## config.mk

```make
export PLATFORM = sky130hd
export DESIGN_NAME = source_text_tokenizer
export DESIGN_NICKNAME = d
export VERILOG_FILES = /design/src/hw/rtl/stt_pkg.sv /design/src/hw/rtl/stt_front.sv /design/src/hw/rtl/stt_queue.sv /design/src/hw/rtl/stt_back.sv /design/src/hw/rtl/source_text_tokenizer.sv
export SDC_FILE = /design/constraint.sdc
export NUM_CORES = 1
export LEC_CHECK = 0
export ABC_AREA = 0
export BUFFER_PORTS_ARGS = -buffer_cell sky130_fd_sc_hd__buf_2
export CORE_AREA = 2 2 124 126
export DETAILED_ROUTE_END_ITERATION = 10
export DIE_AREA = 0 0 126 128
export PLACE_DENSITY = 0.6
export RECOVER_POWER = 25
export REMOVE_ABC_BUFFERS = 1
export SYNTH_ARGS = -nofsm -noshare
export SYNTH_HDL_FRONTEND = slang
export SYNTH_SLANG_ARGS = --single-unit
```

## constraint.sdc

```tcl
create_clock -name clk -period 4.65 [get_ports clk]
set_input_delay 0 -clock clk [delete_from_list [all_inputs] [get_ports clk]]
set_output_delay 0 -clock clk [all_outputs]
set_load 0.02 [all_outputs]
```

## src/hw/rtl/stt_pkg.sv

```systemverilog
// ----------------------------------------------------------------------------
// stt_pkg
// shared types and constants of the source text tokenizer
// ----------------------------------------------------------------------------
package stt_pkg;

  // longest token is MAX_TOKEN-1 characters
  localparam int MAX_TOKEN = 20;
  localparam int LEN_W     = $clog2(MAX_TOKEN);

  // beat queue between front and back, depth must be a power of two
  localparam int QDEPTH = 4;
  localparam int QPTR_W = $clog2(QDEPTH);
  localparam int QCNT_W = $clog2(QDEPTH + 1);

  // token kinds
  localparam logic [1:0] KIND_ID    = 2'd0;
  localparam logic [1:0] KIND_CONST = 2'd1;
  localparam logic [1:0] KIND_OP    = 2'd2;

  // special characters
  localparam logic [7:0] CH_SLASH = 8'h2F;
  localparam logic [7:0] CH_STAR  = 8'h2A;
  localparam logic [7:0] CH_NL    = 8'h0A;
  localparam logic [7:0] CH_PLUS  = 8'h2B;
  localparam logic [7:0] CH_MINUS = 8'h2D;
  localparam logic [7:0] CH_EQ    = 8'h3D;
  localparam logic [7:0] CH_LT    = 8'h3C;
  localparam logic [7:0] CH_GT    = 8'h3E;

  // input op codes
  localparam logic OP_CHAR  = 1'b0;
  localparam logic OP_FLUSH = 1'b1;

  typedef struct packed {
    logic       op;
    logic [7:0] char_byte;
  } in_beat_t;

  typedef struct packed {
    logic [1:0] token_kind;
    logic [7:0] char_out;
    logic       token_end;
    logic       run_end;
  } out_beat_t;

  // up to two result beats produced by one input beat
  typedef struct packed {
    logic [1:0] cnt;
    out_beat_t  b0;
    out_beat_t  b1;
  } push_t;

  typedef struct packed {
    logic not_empty;
    logic room2;
  } q_stat_t;

endpackage

```

## src/hw/rtl/stt_front.sv

```systemverilog
// ----------------------------------------------------------------------------
// stt_front
// classifies each text byte, runs the comment and token state machine and
// produces up to two result beats per input beat
// ----------------------------------------------------------------------------
module stt_front (
  input  logic                clk,
  input  logic                rst_n,
  input  logic                in_fire,
  input  stt_pkg::in_beat_t   in_data,
  output stt_pkg::push_t      push
);

  typedef enum logic [4:0] {
    M_IDLE  = 5'b00001,
    M_SLASH = 5'b00010,
    M_LINE  = 5'b00100,
    M_BLOCK = 5'b01000,
    M_STAR  = 5'b10000
  } mode_t;

  mode_t                     mode_r, mode_nxt;
  logic                      held_valid_r, held_valid_nxt;
  logic                      held_const_r, held_const_nxt;
  logic [7:0]                held_char_r, held_char_nxt;
  logic [stt_pkg::LEN_W-1:0] len_r, len_nxt;

  logic       is_let, is_dig, is_opc, cont, fits;
  logic       do_idle;
  logic [1:0] n;
  stt_pkg::out_beat_t r0, r1, e;
  logic [7:0] c;

  function automatic stt_pkg::out_beat_t mk(input logic [1:0] k, input logic [7:0] ch,
                                            input logic te);
    stt_pkg::out_beat_t b;
    b.token_kind = k;
    b.char_out   = ch;
    b.token_end  = te;
    b.run_end    = 1'b0;
    return b;
  endfunction

  assign c      = in_data.char_byte;
  assign is_let = (c >= 8'h61 && c <= 8'h7A) || (c >= 8'h41 && c <= 8'h5A);
  assign is_dig = (c >= 8'h30 && c <= 8'h39);
  assign is_opc = (c == stt_pkg::CH_PLUS) || (c == stt_pkg::CH_MINUS) ||
                  (c == stt_pkg::CH_STAR) || (c == stt_pkg::CH_SLASH) ||
                  (c == stt_pkg::CH_EQ)   || (c == stt_pkg::CH_LT) ||
                  (c == stt_pkg::CH_GT);
  assign cont   = held_const_r ? is_dig : (is_let || is_dig);
  assign fits   = len_r < stt_pkg::LEN_W'(stt_pkg::MAX_TOKEN - 1);

  always_comb begin
    mode_nxt       = mode_r;
    held_valid_nxt = held_valid_r;
    held_const_nxt = held_const_r;
    held_char_nxt  = held_char_r;
    len_nxt        = len_r;
    n              = 2'd0;
    r0             = '0;
    r1             = '0;
    e              = '0;
    do_idle        = 1'b0;
    if (in_fire) begin
      if (in_data.op == stt_pkg::OP_FLUSH) begin
        if (mode_r == M_SLASH) begin
          r0 = mk(stt_pkg::KIND_OP, stt_pkg::CH_SLASH, 1'b1);
          n  = 2'd1;
        end
        if (held_valid_r) begin
          e = mk({1'b0, held_const_r}, held_char_r, 1'b1);
          if (n == 2'd0) r0 = e;
          else           r1 = e;
          n = n + 2'd1;
        end
        mode_nxt       = M_IDLE;
        held_valid_nxt = 1'b0;
        held_const_nxt = 1'b0;
        held_char_nxt  = '0;
        len_nxt        = '0;
      end else begin
        unique case (mode_r)
          M_LINE: begin
            if (c == stt_pkg::CH_NL) mode_nxt = M_IDLE;
          end
          M_BLOCK: begin
            if (c == stt_pkg::CH_STAR) mode_nxt = M_STAR;
          end
          M_STAR: begin
            if (c == stt_pkg::CH_SLASH)     mode_nxt = M_IDLE;
            else if (c != stt_pkg::CH_STAR) mode_nxt = M_BLOCK;
          end
          M_SLASH: begin
            if (c == stt_pkg::CH_SLASH) begin
              mode_nxt = M_LINE;
            end else if (c == stt_pkg::CH_STAR) begin
              mode_nxt = M_BLOCK;
            end else begin
              r0       = mk(stt_pkg::KIND_OP, stt_pkg::CH_SLASH, 1'b1);
              n        = 2'd1;
              mode_nxt = M_IDLE;
              do_idle  = 1'b1;
            end
          end
          default: begin
            mode_nxt = M_IDLE;
            do_idle  = 1'b1;
          end
        endcase
        if (do_idle) begin
          if (held_valid_r && cont && fits) begin
            // token goes on, release the held character
            r0            = mk({1'b0, held_const_r}, held_char_r, 1'b0);
            n             = 2'd1;
            held_char_nxt = c;
            len_nxt       = len_r + 1'b1;
          end else begin
            if (held_valid_r) begin
              e = mk({1'b0, held_const_r}, held_char_r, 1'b1);
              if (n == 2'd0) r0 = e;
              else           r1 = e;
              n              = n + 2'd1;
              held_valid_nxt = 1'b0;
              len_nxt        = '0;
            end
            if (is_let || is_dig) begin
              held_char_nxt  = c;
              held_const_nxt = !is_let;
              held_valid_nxt = 1'b1;
              len_nxt        = stt_pkg::LEN_W'(1);
            end else if (c == stt_pkg::CH_SLASH) begin
              mode_nxt = M_SLASH;
            end else if (is_opc) begin
              e = mk(stt_pkg::KIND_OP, c, 1'b1);
              if (n == 2'd0) r0 = e;
              else           r1 = e;
              n = n + 2'd1;
            end
          end
        end
      end
    end
    // mark the last result of this input beat
    if (n == 2'd2)      r1.run_end = 1'b1;
    else if (n == 2'd1) r0.run_end = 1'b1;
    push.cnt = n;
    push.b0  = r0;
    push.b1  = r1;
  end

  always_ff @(posedge clk) begin
    if (!rst_n) begin
      mode_r       <= M_IDLE;
      held_valid_r <= 1'b0;
      len_r        <= '0;
    end else begin
      mode_r       <= mode_nxt;
      held_valid_r <= held_valid_nxt;
      len_r        <= len_nxt;
    end
  end

  always_ff @(posedge clk) begin
    held_char_r  <= held_char_nxt;
    held_const_r <= held_const_nxt;
  end

  // a held character only exists outside comments and slash lookahead
  a_held_idle: assert property (@(posedge clk) disable iff (!rst_n)
    held_valid_r |-> mode_r == M_IDLE)
    else $error("held character outside idle mode");

  // length counter tracks the held character
  a_len_held: assert property (@(posedge clk) disable iff (!rst_n)
    held_valid_r == (len_r != '0))
    else $error("token length out of step with held character");

  // only the second of two beats closes the run
  a_run_end: assert property (@(posedge clk) disable iff (!rst_n)
    push.cnt == 2'd2 |-> (push.b1.run_end && !push.b0.run_end))
    else $error("run end mark on wrong beat");

endmodule

```

## src/hw/rtl/stt_queue.sv

```systemverilog
// ----------------------------------------------------------------------------
// stt_queue
// small beat queue, up to two beats in and one beat out per cycle
// ----------------------------------------------------------------------------
module stt_queue (
  input  logic               clk,
  input  logic               rst_n,
  input  stt_pkg::push_t     push,
  input  logic               pop,
  output stt_pkg::out_beat_t head,
  output stt_pkg::q_stat_t   stat
);

  stt_pkg::out_beat_t         mem_r [stt_pkg::QDEPTH];
  logic [stt_pkg::QPTR_W-1:0] wr_ptr_r, wr_ptr_nxt;
  logic [stt_pkg::QPTR_W-1:0] rd_ptr_r, rd_ptr_nxt;
  logic [stt_pkg::QCNT_W-1:0] count_r, count_nxt;
  logic [stt_pkg::QPTR_W-1:0] wr_ptr1;

  assign wr_ptr1    = wr_ptr_r + 1'b1;
  assign wr_ptr_nxt = wr_ptr_r + stt_pkg::QPTR_W'(push.cnt);
  assign rd_ptr_nxt = rd_ptr_r + stt_pkg::QPTR_W'(pop);
  assign count_nxt  = count_r + stt_pkg::QCNT_W'(push.cnt) - stt_pkg::QCNT_W'(pop);

  assign head           = mem_r[rd_ptr_r];
  assign stat.not_empty = (count_r != '0);
  assign stat.room2     = (count_r <= stt_pkg::QCNT_W'(stt_pkg::QDEPTH - 2));

  always_ff @(posedge clk) begin
    if (!rst_n) begin
      wr_ptr_r <= '0;
      rd_ptr_r <= '0;
      count_r  <= '0;
    end else begin
      wr_ptr_r <= wr_ptr_nxt;
      rd_ptr_r <= rd_ptr_nxt;
      count_r  <= count_nxt;
    end
  end

  always_ff @(posedge clk) begin
    if (push.cnt != 2'd0) mem_r[wr_ptr_r] <= push.b0;
    if (push.cnt == 2'd2) mem_r[wr_ptr1]  <= push.b1;
  end

  a_no_overflow: assert property (@(posedge clk) disable iff (!rst_n)
    count_r <= stt_pkg::QCNT_W'(stt_pkg::QDEPTH))
    else $error("beat queue overflow");

  a_push_room: assert property (@(posedge clk) disable iff (!rst_n)
    push.cnt != 2'd0 |-> stat.room2)
    else $error("push without room for two beats");

  a_pop_data: assert property (@(posedge clk) disable iff (!rst_n)
    pop |-> stat.not_empty)
    else $error("pop from empty beat queue");

endmodule

```

## src/hw/rtl/stt_back.sv

```systemverilog
// ----------------------------------------------------------------------------
// stt_back
// result output register, refilled from the beat queue
// ----------------------------------------------------------------------------
module stt_back (
  input  logic               clk,
  input  logic               rst_n,
  input  stt_pkg::out_beat_t head,
  input  stt_pkg::q_stat_t   stat,
  output logic               pop,
  output logic               out_valid,
  input  logic               out_ready,
  output stt_pkg::out_beat_t out_data
);

  logic               out_valid_r, out_valid_nxt;
  stt_pkg::out_beat_t out_data_r;

  // load when the register is empty or its beat leaves this cycle
  assign pop           = stat.not_empty && (!out_valid_r || out_ready);
  assign out_valid_nxt = pop || (out_valid_r && !out_ready);

  always_ff @(posedge clk) begin
    if (!rst_n) out_valid_r <= 1'b0;
    else        out_valid_r <= out_valid_nxt;
  end

  always_ff @(posedge clk) begin
    if (pop) out_data_r <= head;
  end

  assign out_valid = out_valid_r;
  assign out_data  = out_data_r;

endmodule

```

## src/hw/rtl/source_text_tokenizer.sv

```systemverilog
// ----------------------------------------------------------------------------
// source_text_tokenizer
// streaming tokenizer: text bytes in, tagged token characters out
// ----------------------------------------------------------------------------
// One text byte (or an end-of-input flush) is taken per cycle while the queue
// has room for two beats and turned into zero, one or two result beats, each
// a token character tagged identifier, constant or operator with a token end
// mark, and run_end on the last beat of an input. Letters and digits are held
// one byte so their end mark is known; tokens split after MAX_TOKEN-1
// characters; line and block comments are dropped. The front stage holds the
// lexer state and decides everything in the cycle the byte is accepted; its
// beats go into a four-beat queue, and while out_ready is high the back stage
// drains one beat per cycle through an output register. The output port moves
// one beat per cycle, so a stream where bytes give two beats runs at the
// output rate. in_ready depends only on queue fill, never on out_ready.
// ----------------------------------------------------------------------------
module source_text_tokenizer (
  input  logic               clk,
  input  logic               rst_n,
  input  logic               in_valid,
  output logic               in_ready,
  input  stt_pkg::in_beat_t  in_data,
  output logic               out_valid,
  input  logic               out_ready,
  output stt_pkg::out_beat_t out_data
);

  stt_pkg::push_t     push;
  stt_pkg::q_stat_t   q_stat;
  stt_pkg::out_beat_t q_head;
  logic               q_pop;
  logic               in_fire;

  // accept only when the queue can take the worst case of two beats
  assign in_ready = q_stat.room2;
  assign in_fire  = in_valid && in_ready;

  // front: lexer state machine and token hold
  stt_front u_front (
    .clk     (clk),
    .rst_n   (rst_n),
    .in_fire (in_fire),
    .in_data (in_data),
    .push    (push)
  );

  // queue decouples the two sides
  stt_queue u_queue (
    .clk   (clk),
    .rst_n (rst_n),
    .push  (push),
    .pop   (q_pop),
    .head  (q_head),
    .stat  (q_stat)
  );

  // back: output register
  stt_back u_back (
    .clk       (clk),
    .rst_n     (rst_n),
    .head      (q_head),
    .stat      (q_stat),
    .pop       (q_pop),
    .out_valid (out_valid),
    .out_ready (out_ready),
    .out_data  (out_data)
  );

endmodule
```

Yosys cells after proc, flatten, opt, wreduce, memory -nomap -nowiden
Memories as Yosys holds them, arrays and structs flattened. A register that Yosys moved wholly into a read port is not among the register bits.
Cells that the tools add are included.
{ "op_classes": {"addsub": 9, "order_cmp": 8, "n_eq_ne": 16, "muxes": 89, "n_reduce_logical": 35} }
{ "ops": {"columns": ["cell", "count"], "rows": [
  ["2-to-1 mux 12 bit", 26],
  ["2-to-1 mux 5 bit", 15],
  ["equality test 8 x 6 -> 1 bit (second input constant)", 7],
  ["2-to-1 mux 2 bit", 19],
  ["2-to-1 mux 8 bit", 3],
  ["2-to-1 mux 11 bit", 2],
  ["2-to-1 mux 1 bit", 21],
  ["case mux 5 bit (4 select lines)", 1],
  ["greater-or-equal comparator 8 x 7 -> 1 bit (second input constant)", 2],
  ["<= comparator 8 x 7 -> 1 bit (second input constant)", 2],
  ["logical OR 1 bit", 10],
  ["AND reduction 3 bit", 3],
  ["adder 2 x 1 -> 2 bit (second input constant)", 4],
  ["equality test 8 x 4 -> 1 bit (second input constant)", 1],
  ["greater-or-equal comparator 8 x 6 -> 1 bit (second input constant)", 1],
  ["<= comparator 8 x 6 -> 1 bit (second input constant)", 1],
  ["logical AND 1 bit", 8],
  ["!= test 8 x 6 -> 1 bit (second input constant)", 1],
  ["logical NOT 2 bit", 3],
  ["nonzero test 2 bit", 3],
  ["nonzero test 3 bit", 2],
  ["adder 5 x 1 -> 5 bit (second input constant)", 1],
  ["equality test 5 x 2 -> 1 bit (second input constant)", 1],
  ["equality test 5 x 3 -> 1 bit (second input constant)", 1],
  ["other kinds (17)", 19]
]} }
{ "totals": {"regBits": 28, "ramBits": 48, "input_bits": 13, "wordCells": 167, "mem_count": 1} }
{ "mem_list": {"columns": ["name", "depth", "width", "rd", "rd_ports_with_merged_regs", "wr", "line", "source"], "rows": [
  ["u_queue.mem_r", 4, 12, 1, 1, 2, "stt_queue.sv:14", "stt_pkg::out_beat_t mem_r [stt_pkg::QDEPTH];"]
]} }

Logic depth before layout (Yosys ltp)
{ "logic_depth": {"ltp_word": 23, "mapped_depth": 17, "mapped_depth_nobuf": 16} }

Modules after synthesis
From an unflattened synthesis, not the netlist that was laid out.
{ "unflattened": {"cells_unflattened": 459, "hier_area_um2": 5584.1} }
{ "modules_own_cells": {"columns": ["mod", "n_inst", "cells_each", "area_each_um2", "seq_area_each_um2"], "rows": [
  ["stt_queue", 1, 157, 2901.5, 1581.5],
  ["stt_front", 1, 285, 2268.4, 490.5],
  ["stt_back", 1, 16, 407.9, 380.4],
  ["source_text_tokenizer", 1, 1, 6.3, 0.0]
]} }

Worst setup path before layout
Ideal clock, no wire load.
{ "synth_timing": {"kind": "register -> register", "startpoint": "register u_front.mode_r[2]", "endpoint": "register u_queue.count_r[2] in the netlist's numbering", "setup_ps": 115, "t_arrival_ps": 3640, "required_ps": 4535, "setup_slack_ps": 895, "stages_incl_launch_ff": 17, "n_path_buf": 1, "synth_period_minus_slack_ps": 3755, "path_cell_list": "dfxtp_1 buf_6 or4b_4 nor2_8 inv_4 nor2_1 inv_1 ha_1 nor3_1 o21ai_0 o2bb2ai_4 inv_1 ha_1 fa_1 xor2_1 xnor2_1 and2_1"} }
{ "synth_between": {"elab_chain_cells": 20, "elab_cells_between_ends": 32, "cone_classes": "add/sub: 5; eq/ne: 4; mux: 22; reduce/logical: 1"} }
{ "synth_lines": {"columns": ["element", "line", "source"], "rows": [
  ["from (decl)", "stt_front.sv:22", "mode_t mode_r, mode_nxt;"],
  ["from (signal assigned)", "stt_front.sv:158", "mode_r <= mode_nxt;"],
  ["equality test 5 x 2 -> 1 bit", "stt_front.sv:67, stt_front.sv:83", null],
  ["2-to-1 mux 2 bit", "stt_front.sv:83", "unique case (mode_r)"],
  ["2-to-1 mux 2 bit", "stt_front.sv:66", "if (in_data.op == stt_pkg::OP_FLUSH) begin"],
  ["2-to-1 mux 2 bit", "stt_front.sv:65", "if (in_fire) begin"],
  ["adder 2 x 1 -> 2 bit", "stt_front.sv:123", "n = n + 2'd1;"],
  ["2-to-1 mux 2 bit", "stt_front.sv:119", "if (held_valid_r) begin"],
  ["2-to-1 mux 2 bit", "stt_front.sv:112", "if (held_valid_r && cont && fits) begin"],
  ["2-to-1 mux 2 bit", "stt_front.sv:111", "if (do_idle) begin"],
  ["[4 not listed]", null, null],
  ["2-to-1 mux 2 bit", "stt_front.sv:132", "end else if (c == stt_pkg::CH_SLASH) begin"],
  ["2-to-1 mux 2 bit", "stt_front.sv:127", "if (is_let || is_dig) begin"],
  ["2-to-1 mux 2 bit", "stt_front.sv:112", null],
  ["2-to-1 mux 2 bit", "stt_front.sv:111", null],
  ["2-to-1 mux 2 bit *", "stt_front.sv:66", null],
  ["2-to-1 mux 2 bit *", "stt_front.sv:65", null],
  ["adder 3 x 2 -> 3 bit *", "stt_queue.sv:23", "assign count_nxt = count_r + stt_pkg::QCNT_W'(push.cnt) - stt_pkg::QCNT_W'(pop);"],
  ["subtractor 3 x 1 -> 3 bit *", "stt_queue.sv:23", null],
  ["to (signal assigned)", "stt_queue.sv:37", "count_r <= count_nxt;"],
  ["to (decl)", "stt_queue.sv:17", "logic [stt_pkg::QCNT_W-1:0] count_r, count_nxt;"]
]} }
Mark *: on every way between the ends. The rest lies on a longest branch, timed or not. The select of a mux whose other input is x is not followed.
A chain may end at the register's enable or synchronous reset.

Worst setup path in the final report
Ends and elaborated chain as after synthesis.

==> impl_results.md <==
- Number of global-route vias before repair: 3535
- Slew Viols, Final: 0
- FP Rows: 45
- Hold Path Depth: 2
- CP Max Fanout: 10
- Pwr/cell area: 379 nW/um^2
- Crit Path Class: reg -> reg
- Switching power: 652 uW
- Final WL: 11900 microns
- # setup viols final: 0
- R2R Setup Slk: 0.50 ns
- Placed cell areas: 5400 sq um
- Syn_area_per_cell: 11.6 sq um
- Ys flop type: edfxtp_1
- CTS tree: built
- # DRC: 0
- Via count: 3612
- CP Launch Type: register
- Synth cell types: 72
- Total track usage: 15.6%
- Die height: 128 microns
- R2r worst-path depth: 15
- Total chip power: 2.15 mW
- Largest net degree at the start of global routing: 34
- Layout fillers: 1485
- Worst r2r src: u_front.mode_r[2]
- Unrepaired setup endpoints after global routing: false
- GP Congestion: 0.874
- Root buffer cell: clkbuf_16
- Critical path's largest stage delay: 0.61 ns
- CTS Buf Count: 9
- Worst Path Required: 4.89 ns
- Crit path DAT: 4.39 ns
- Nets@finish: 494
- Layout cell share with drive strength beyond 1: 13.8%
- Worst hold start: in_data[3]
- Slowest CP cell: or4b_4
- Crit. End Element: register
- First-pass GRT wire length: 19600 microns
- Ant diodes: 0
- RR Endpoint: u_queue.count_r[2]
- Met3 Usage GRT: 3.42%
- Synth Instances: 440
- WL/cell: 18.1 microns
- Post-synthesis cell area: 5080 sq um
- Switching part of the total: 30.3%
- #FFs+latches synth: 88
- Hold_ws: 0.0492 ns
- Clk Latency, worst-skew pair: 0.35 ns
- Fin crit period: 4.15 ns
- 1st-pass router iterations: 4
- Met1 Resource Use GR: 20.7%
- GR Util met2: 24.9%
- Internal Power: 1.50 mW
- Outcome: complete, no violations
- Drt initial violations: 348
- # clock sinks: 88
- Worst Hold End: u_front.held_char_r[3]
- Final hold vios: 0
- Area grow syn2layout: 11.5%
- Synth warn: 0
- Starting Density: 34.2%
- Place WS: 0.509 ns
- Sequential area share after synthesis: 48.3%
- Antenna viol nets, final: 0
- Initial antenna violation count: 0
- Drt via density: 5.47
- Die W: 126 microns
- Hold Crit Class: in -> reg
- Clock Power Share: 30.5%
- Post-route cell area: 5670 sq um
- I/O Buffers: 26
- H-tree levels: 3
- Part of the power in registers: 48.2%
- P_leak: 1.91 nW
- Core area: 14900 sq um
- FMAX: 241 MHz
- Max Cap Viol: 0
- Clock Skew: 0.00942 ns
- Worst-path cell chain: or4b_4 -> nor2_8 -> inv_4 -> nor2_1 -> inv_1 -> ha_1 -> nor3_1 -> o21ai_0 -> o2bb2ai_4 -> inv_1 -> ha_1 -> fa_1 -> xor2_1 -> xnor2_1 -> and2_1
- Fin util: 38.1%
- DP HPWL: 8560 microns
- Final setup TNS: 0 ns
- Number of flops mapped to enable cells by yosys: 69
- Post-CTS setup repair buffer count: 0
- Die area: 16100 sq um
- CTS max path bufs: 2
- Slew @ Worst Pin: 1.39 ns
- Max VDD drop: 0.000177 V
- Tcrit/Tclk final: 89.2%
- Total gr overflow: 0
- Slew Limit Headroom: 7.28%
- Global route hottest layer: met2
- Worst-path clk slew: 0.06 ns
- Ys async rst share: 0%
- Final setup margin: 0.503 ns
- Comb pwr share: 21.2%
- IO Pins: 27
- Placed cell count: 643
- Non-filler instance count after layout: 660
==> area by class of cell <==
cell class	count	area [sq um]	share of cell area, %
sequential	88	2450	43.3
tap	188	235	4.15
clock buffer	10	229	4.04
multi-input combinational	311	2420	42.8
timing repair buffer	41	225	3.98
clock inverter	5	35.0	0.618
inverter	17	66.3	1.17
==> critical path: cells and delay by family (launching register included) <==
kind / cells / cell delay, ns
simple gates: 5 / 1.50
fa+ha+maj: 3 / 1.03
compound gates: 2 / 0.50
flops: 1 / 0.40
buf+inv: 3 / 0.33
xor+xnor: 2 / 0.28
==> layout by cell type (no fill, tap or decap), types with 4 or more instances in the layout <==
master,n
and2_1,11
nand3_1,6
a21boi_0,6
buf_4,12
nor2b_1,12
clkbuf_1,17
clkbuf_16,9
nor3_1,11
nand2_1,32
inv_1,16
a21oi_1,15
xnor2_1,5
dfxtp_1,19
mux4_2,12
ha_1,12
a211oi_1,5
edfxtp_1,69
mux2i_1,41
a32oi_1,4
nand2b_1,6
o21ai_0,16
nor2_1,31
xor2_1,4
buf_2,11
nor4_1,4
==> power groups by stage <==
stage	clock [mW]	combinational [mW]	sequential (mW)
3_5_place_dp	0	0.485	1.05
5_1_grt	0.703	0.512	1.05
2_1_floorplan	0	0.253	1.11
3_3_place_gp	0	0.476	1.05
6_report	0.657	0.457	1.04
4_1_cts	0.678	0.488	1.04
==> worst max-delay path by stage <==
stage / depth (start not counted) / to / startpoint / slack [ns]
floorplan: 11 / u_queue.mem_r[2][0] / u_front.mode_r[2] / 0.85
global placement: 15 / u_queue.count_r[2] / u_front.mode_r[2] / 0.65
detailed placement: 15 / u_queue.count_r[2] / u_front.mode_r[2] / 0.51
CTS: 15 / u_queue.count_r[2] / u_front.mode_r[2] / 0.50
global route: 15 / u_queue.count_r[2] / u_front.mode_r[2] / 0.17
finish: 15 / u_queue.count_r[2] / u_front.mode_r[2] / 0.50
==> synthesized netlist by cell type, drive strengths merged (3+ instances only) <==
cell type	count	share of area [%]
buf	10	1.7
mux2i	41	8.1
o311ai	3	0.52
nand2b	6	0.74
nand3	6	0.59
nand2	32	2.4
ha	12	3.0
and2	12	1.5
nor4	4	0.49
a2111oi	3	0.52
o22ai	3	0.37
xor2	4	0.69
a32oi	4	0.69
a21boi	6	0.89
mux2	5	1.1
edfxtp	69	41
mux4	12	5.3
nor3	11	1.1
o211ai	3	0.71
xnor2	5	0.86
o221ai	3	0.52
dfxtp	19	7.5
nor2	33	2.9
a21oi	15	1.5
o21ai	18	1.8
clkbuf	14	1.0
a211oi	5	0.74
nor2b	12	1.5
or3	3	0.37
o21a	3	0.44
nand3b	3	0.44
or2	6	0.74
inv	17	1.3
==> repair_timing <==
action / in CTS / in global routing
hold endpoints to repair: 2 / 0
hold buffers: 2 / 0
gates resized for setup: 0 / 0
==> metal layers <==
layer | vias to the layer above | wire length [microns]
met2 | 74 | 5670
met4 | 0 | 271
met1 | 1788 | 5550
met5 | - | 0
li1 | 1731 | -
met3 | 19 | 419
==> registers in the layout, indices dropped and copies added, names as in the netlist <==
| signal | flops |
|---|---|
| u_back.out_valid | 1 |
| u_queue.rd_ptr_r | 2 |
| u_front.held_valid_r | 1 |
| u_front.held_const_r | 1 |
| u_queue.mem_r | 48 |
| u_front.mode_r | 5 |
| u_back.out_data | 12 |
| u_front.len_r | 5 |
| u_queue.wr_ptr_r | 2 |
| u_front.held_char_r | 8 |
| u_queue.count_r | 3 |
==> logic make-up (layout without fill, tap and decap cells) <==
family | Yosys count | in the layout | share of synthesized area [%]
AOI/OAI and AO/OA | 84 | 84 | 12.1
DFF | 88 | 88 | 48.3
muxes | 58 | 58 | 14.5
buffers and inverters | 41 | 73 | 4.09
xor gates and xnor gates | 9 | 9 | 1.55
and+or+nand+nor | 147 | 147 | 16.2
adders and majority gates | 13 | 13 | 3.35
Power figures use the tool's default switching activity.
